## config.mk

```make
export PLATFORM = sky130hd
export DESIGN_NAME = tmte_ctl
export DESIGN_NICKNAME = d
export VERILOG_FILES = /design/src/design/tmte_pkg.sv /design/src/design/tmte_ctl.sv
export SDC_FILE = /design/constraint.sdc
export NUM_CORES = 1
export LEC_CHECK = 0
export BUFFER_PORTS_ARGS = -buffer_cell sky130_fd_sc_hd__clkbuf_2
export CAP_MARGIN = 20
export CORE_AREA = 8 8 45 47
export CTS_CLUSTER_DIAMETER = 200
export CTS_CLUSTER_SIZE = 25
export DETAILED_ROUTE_END_ITERATION = 16
export DIE_AREA = 0 0 53 55
export GPL_TIMING_DRIVEN = 0
export PLACE_DENSITY = 0.65
export SYNTH_ARGS = -nofsm -noshare
export SYNTH_HDL_FRONTEND = slang
export SYNTH_SLANG_ARGS = --single-unit
```

## constraint.sdc

```tcl
create_clock -name clk -period 2 [get_ports clk]
set_clock_uncertainty 0.1 [all_clocks]
set_input_delay 0.4 -clock clk [delete_from_list [all_inputs] [get_ports clk]]
set_output_delay 0.4 -clock clk [all_outputs]
set_load 0.02 [all_outputs]
```

## src/design/tmte_pkg.sv

```systemverilog
package tmte_pkg;

  // Screen geometry and frame count.
  localparam int COLUMNS = 80;
  localparam int ROWS    = 25;
  localparam int FRAMES  = 8;
  localparam int CELLS   = COLUMNS * ROWS;
  localparam int LAST_ROW_BASE = COLUMNS * (ROWS - 1);

  // Derived widths.
  localparam int ADDR_W  = $clog2(CELLS);
  localparam int COL_W   = $clog2(COLUMNS);
  localparam int FRAME_W = (FRAMES > 1) ? $clog2(FRAMES) : 1;
  localparam int CNT_RAW = $clog2(2 * COLUMNS + 1);
  localparam int CNT_W   = (CNT_RAW > 5) ? CNT_RAW : 5;

  // Field widths.
  localparam int CELL_W     = 16;
  localparam int CHAR_W     = 8;
  localparam int IDX_W      = 11;
  localparam int TAB_W      = 5;
  localparam int CURSOR_W   = 14;
  localparam int START_W    = 6;
  localparam int CFG_IDX_W  = 2;
  localparam int CFG_DATA_W = 8;

  // Width of the read address sum before the ring correction.
  localparam int RD_BASE_W = (ADDR_W + 1 > IDX_W) ? ADDR_W + 1 : IDX_W;
  localparam int RD_W      = RD_BASE_W + 1;

  // Terminal byte codes.
  localparam logic [CHAR_W-1:0] CH_BS    = 8'h08;
  localparam logic [CHAR_W-1:0] CH_TAB   = 8'h09;
  localparam logic [CHAR_W-1:0] CH_LF    = 8'h0A;
  localparam logic [CHAR_W-1:0] CH_VT    = 8'h0B;
  localparam logic [CHAR_W-1:0] CH_FF    = 8'h0C;
  localparam logic [CHAR_W-1:0] CH_SPACE = 8'h20;

  localparam logic [CELL_W-1:0] RESET_CELL = 16'h0720;

  // Configuration register indexes and reset values.
  localparam logic [CFG_IDX_W-1:0] CFG_TEXT_ATTR  = 2'd0;
  localparam logic [CFG_IDX_W-1:0] CFG_CLEAR_ATTR = 2'd1;
  localparam logic [CFG_IDX_W-1:0] CFG_TAB_WIDTH  = 2'd2;

  localparam logic [7:0]       TEXT_ATTR_RST  = 8'h0F;
  localparam logic [7:0]       CLEAR_ATTR_RST = 8'h07;
  localparam logic [TAB_W-1:0] TAB_WIDTH_RST  = 5'd4;

  // Commands from the controller to the datapath.
  typedef struct packed {
    logic accept;
    logic init_wr;
    logic decode;
    logic put;
    logic row_clear;
    logic latch;
    logic read_addr;
    logic read_mem;
    logic load_out;
  } cmd_t;

  // Status from the datapath to the controller.
  typedef struct packed {
    logic init_last;
    logic is_read;
    logic is_last;
    logic count_zero;
    logic col_zero;
    logic clr_last;
    logic out_busy;
  } status_t;

endpackage

```

## src/design/tmte_ctl.sv

```systemverilog
module tmte_ctl (
  input  logic              clk,
  input  logic              rst,
  input  logic              in_valid,
  output logic              in_ready,
  input  tmte_pkg::status_t status,
  output tmte_pkg::cmd_t    cmd
);
  import tmte_pkg::*;

  typedef enum logic [3:0] {
    S_INIT,
    S_IDLE,
    S_DECODE,
    S_COUNT,
    S_PUT,
    S_ROW,
    S_CLEAR,
    S_FINISH,
    S_RMEM,
    S_OUTPUT
  } state_t;

  state_t state;

  // Commands follow from the state and the datapath status.
  always_comb begin
    cmd = '0;
    case (state)
      S_INIT: begin
        cmd.init_wr = 1'b1;
      end
      S_IDLE: begin
        cmd.accept = in_valid && in_ready;
      end
      S_DECODE: begin
        if (status.is_read) begin
          cmd.read_addr = 1'b1;
        end else begin
          cmd.decode = 1'b1;
        end
      end
      S_PUT: begin
        cmd.put = 1'b1;
      end
      S_CLEAR: begin
        cmd.row_clear = 1'b1;
        cmd.latch     = status.clr_last;
      end
      S_FINISH: begin
        cmd.latch = status.is_last;
      end
      S_RMEM: begin
        cmd.read_mem = 1'b1;
      end
      S_OUTPUT: begin
        cmd.load_out = !status.out_busy;
      end
      default: begin
        cmd = '0;
      end
    endcase
  end

  // State register and the registered ready.
  always_ff @(posedge clk) begin
    if (rst) begin
      state    <= S_INIT;
      in_ready <= 1'b0;
    end else begin
      case (state)
        S_INIT: begin
          if (status.init_last) begin
            state    <= S_IDLE;
            in_ready <= 1'b1;
          end
        end
        S_IDLE: begin
          if (in_valid && in_ready) begin
            state    <= S_DECODE;
            in_ready <= 1'b0;
          end
        end
        S_DECODE: begin
          state <= status.is_read ? S_RMEM : S_COUNT;
        end
        S_COUNT: begin
          state <= status.count_zero ? S_FINISH : S_PUT;
        end
        S_PUT: begin
          state <= S_ROW;
        end
        S_ROW: begin
          if (status.col_zero) begin
            state <= S_CLEAR;
          end else if (status.count_zero) begin
            state <= S_FINISH;
          end else begin
            state <= S_PUT;
          end
        end
        S_CLEAR: begin
          if (status.clr_last) begin
            state <= S_COUNT;
          end
        end
        S_FINISH: begin
          state <= S_OUTPUT;
        end
        S_RMEM: begin
          state <= S_OUTPUT;
        end
        S_OUTPUT: begin
          if (!status.out_busy) begin
            state    <= S_IDLE;
            in_ready <= 1'b1;
          end
        end
        default: begin
          state    <= S_INIT;
          in_ready <= 1'b0;
        end
      endcase
    end
  end

endmodule

```

* Word-level counts from Yosys, hierarchy flattened
Index checks and enable logic that the tools add are counted.
** Operators by class
- Equal/unequal tests :: 13
- Muxes and demuxes :: 23
- Bitwise logic cells :: 1
- Reductions and logical operators :: 7
** Operators with widths (number)
- $pmux 4 s9 :: 1
- $mux 4 :: 5
- $eq 4x3->1 const B :: 4
- $mux 1 :: 13
- $eq 4x2->1 const B :: 2
- $eq 4x4->1 const B :: 2
- $ne 2x2->1 const B :: 4
- $reduce_and 4->1 :: 2
- $reduce_or 7->1 :: 1
- $eq 4x1->1 const B :: 1
- $logic_not 4->1 :: 1
- $mux 2 :: 2
- $pmux 1 s4 :: 1
- $pmux 1 s2 :: 1
- $reduce_or 2->1 :: 1
- $logic_and 1x1->1 :: 1
- $logic_not 1->1 :: 1
- $not 1->1 :: 1
** Storage, ports and cells
- Flip-flop bits (word level) :: 5
- Bits of input ports :: 10
- Output and inout bits :: 10
- Logic and storage cells :: 46

* Logic depth before layout (Yosys ltp)
- Word-level depth :: 4
- Gate-level depth with buffers :: 5
- Depth with buffers taken out :: 4

* Worst setup path after synthesis
OpenSTA, ideal clock, no wires.
- Path type :: register -> output
- Start :: register state[2]
- End :: output port cmd[5] (netlist name)
- Data arrival time :: 1442 ps
- Setup slack :: 58 ps
- Stages on the path, launching flop included :: 4
- Path buffers :: 2
- Cells stage by stage :: dfxtp_1 -> buf_2 -> buf_2 -> nor4b_1
** RTL lines
- from (decl) :: RTL line tmte_ctl.sv:24 : state_t state;
- from (signal assigned) :: RTL line tmte_ctl.sv:85 : state <= status.is_read ? S_RMEM : S_COUNT;
- from (signal assigned) :: RTL line tmte_ctl.sv:88 : state <= status.count_zero ? S_FINISH : S_PUT;
- to (decl) :: RTL line tmte_ctl.sv:7 : output tmte_pkg::cmd_t cmd

==> results.toml <==
[clocking]
tritoncts = "built"
cts_sinks = 5
root_buffer = "clkbuf_4"
cts_setup_buffers = 0
clkTransAtPathRegs_ns = 0.04
clk_latency_ns = 0.23
cts_buffers = 3
ctsLongestPathBuffers = 2
cts_max_level = 1

[sta]
fmax_mhz = 521
setup_viol = 0
slew_violations = 0
hold_violations = 0
period_share = 0.959
tns_ns = 0
worst_pin_slew_ns = 0.401
fin_crit_ns = 1.92
slew-limit-headroom = 0.726
rsz0062_at_grt = "true"

[placement]
dp.cells = 103
io_buffers = 19
gp_congestion = 0.852
dpl.hpwl_mm = 1.11
place_area_sq_um = 623

[synthesis]
syn_area_sq_um = 508
syn_nets = 78
yosysSeqAreaShare = 0.197
synthFlopType = "dfxtp_1"
synth_seq_cells = 5
synthCells = 68
async_flop_share = 0
ys.warnings.count = 0
postSynthAreaPerCell_sq_um = 7.47
synth_edf_count = 0
ys_types = 30

[layout]
syn2layout_area_growth_pct = 28.6
final_util = 0.472
final_cell_mix = "19 x clkbuf_2, 8 x a21oi_1, 5 x inv_1, 5 x dfxtp_1"
nNetsFinal = 101
stdcell_area_sq_um = 653
drive_gt1_frac = 0.344
nFillCells = 152
diodes = 0
instances_no_fill = 106
final_common_cell = "clkbuf_2"

[worst_setup_path]
crit_path_max_fanout = 10
critPathLaunchType = "register"
setup.worst_path.start = "state[2]"
worstPathRequired_ns = 1.50
crit_type = "register to output pin"
cp_data_arrival_time_ns = 1.42
r2r-start = "state[0]"
crit_path_end_kind = "output pin"

[floorplanning]
start_util = 0.367
num_rows = 14
coreArea_sq_um = 1380
io_pins = 20
die_width_microns = 53
dieArea_sq_um = 2920
die_h_microns = 55

[power_and_ir_drop]
power-per-cell-area_nw_per_um2 = 814
leakage_nw = 0.287
peakVddDrop_mv = 0.454

[drt]
highest_layer = "met4"
routed_via_density = 5.49
wl_met2_microns = 728
wl_mm = 1.38
drcViolationCount = 0
met3_wirelength_microns = 73
ant_nets = 0
wl_met1_microns = 574
dr.pass1.iters = 4
first_iter_violations = 7
vias = 582
routedWlPerCell_microns = 13.0

[worst_hold_path]
hold_class = "primary input to register"
hold_start = "rst"

[global_route]
antenna_found_initial = 0
grt.total_usage = 0.0995
grt_pass1_wl_mm = 2.21
grt_pass1_vias = 519
grt_start_max_net_pins = 20
gr-total-overflow = 0

[run_status]
outcome = "completed"

[run]
cap_violations = 0
-- repair_timing --
| action | in CTS | in global routing |
|---|---|---|
| hold buffers | 0 | 0 |
| pin swaps | 0 | 0 |
| endpoints found under the setup margin | 3 | 4 |
| resized for setup | 1 | 2 |
-- per-layer routing --
metal  track usage  vias up
li1              -      292
met1        0.0989      280
met2         0.186        8
met3        0.0267        2
met4        0.0517        0
met5             0        -
-- logic make-up after synthesis --
kind of cell    after synthesis  share of synthesized area
simple gates                 30                      0.360
compound gates               19                      0.298
buf+inv                      12                      0.106
flops                         5                      0.197
mux                           2                     0.0394
-- sequential cells by signal, summed over array words and instances (netlist names) --
name,count
in_ready,1
state,4
-- worst max-delay path, stage by stage, from the launching register on --
cell	delay, ns
dfxtp_1	0.30
clkbuf_4	0.19
buf_4	0.19
nor4b_1	0.29
clkbuf_2	0.22
-- area by class of cell --
class / instances / area (sq um) / share of cell area
multi-input combinational: 51 / 357 / 0.546
sequential: 5 / 100 / 0.153
timing repair buffer: 19 / 95.1 / 0.146
buffer: 5 / 32.5 / 0.0498
clock buffer: 4 / 26.3 / 0.0402
inverter: 6 / 22.5 / 0.0345
tap: 16 / 20.0 / 0.0307
-- through the flow --
step	setup WS (ns)	hold WS, ns	power (mW)
2_1_floorplan	0.0576	0.369	0.352
4_1_cts	0.0352	0.297	0.536
3_3_place_gp	0.200	0.468	0.418
6_report	0.0824	0.311	0.532
5_1_grt	-0.0695	0.301	0.580
3_5_place_dp	0.176	0.484	0.424
-- where the power goes --
group / total [mW] / internal, mW / switching, mW
combinational: 0.288 / 0.114 / 0.174
clock: 0.111 / 0.0750 / 0.0356
sequential: 0.134 / 0.118 / 0.0156
-- Yosys cell counts, types with 2 or more instances --
cell type  instances  share of area
mux2i_1            2          0.039
o21ai_0            2          0.020
nor4_1             2          0.025
dfxtp_1            5           0.20
a211o_1            2          0.034
nor2_1             4          0.030
nor2b_1            2          0.025
nor4b_1            2          0.034
and2_1             2          0.025
nand3_1            4          0.039
a21oi_1            8          0.079
inv_1              5          0.037
nor3_1             4          0.039
nand2b_1           3          0.037
nand2_1            3          0.022
buf_2              4          0.039
-- path summary, 6_finish.rpt --
check | to | slack (ns) | cells past startpoint
max | cmd[2] | 0.08 | 4
min | in_ready | 0.31 | 2
max reg2reg | state[0] | 0.46 | 5
min reg2reg | in_ready | 0.49 | 3
Power figures use the tool's default switching activity.
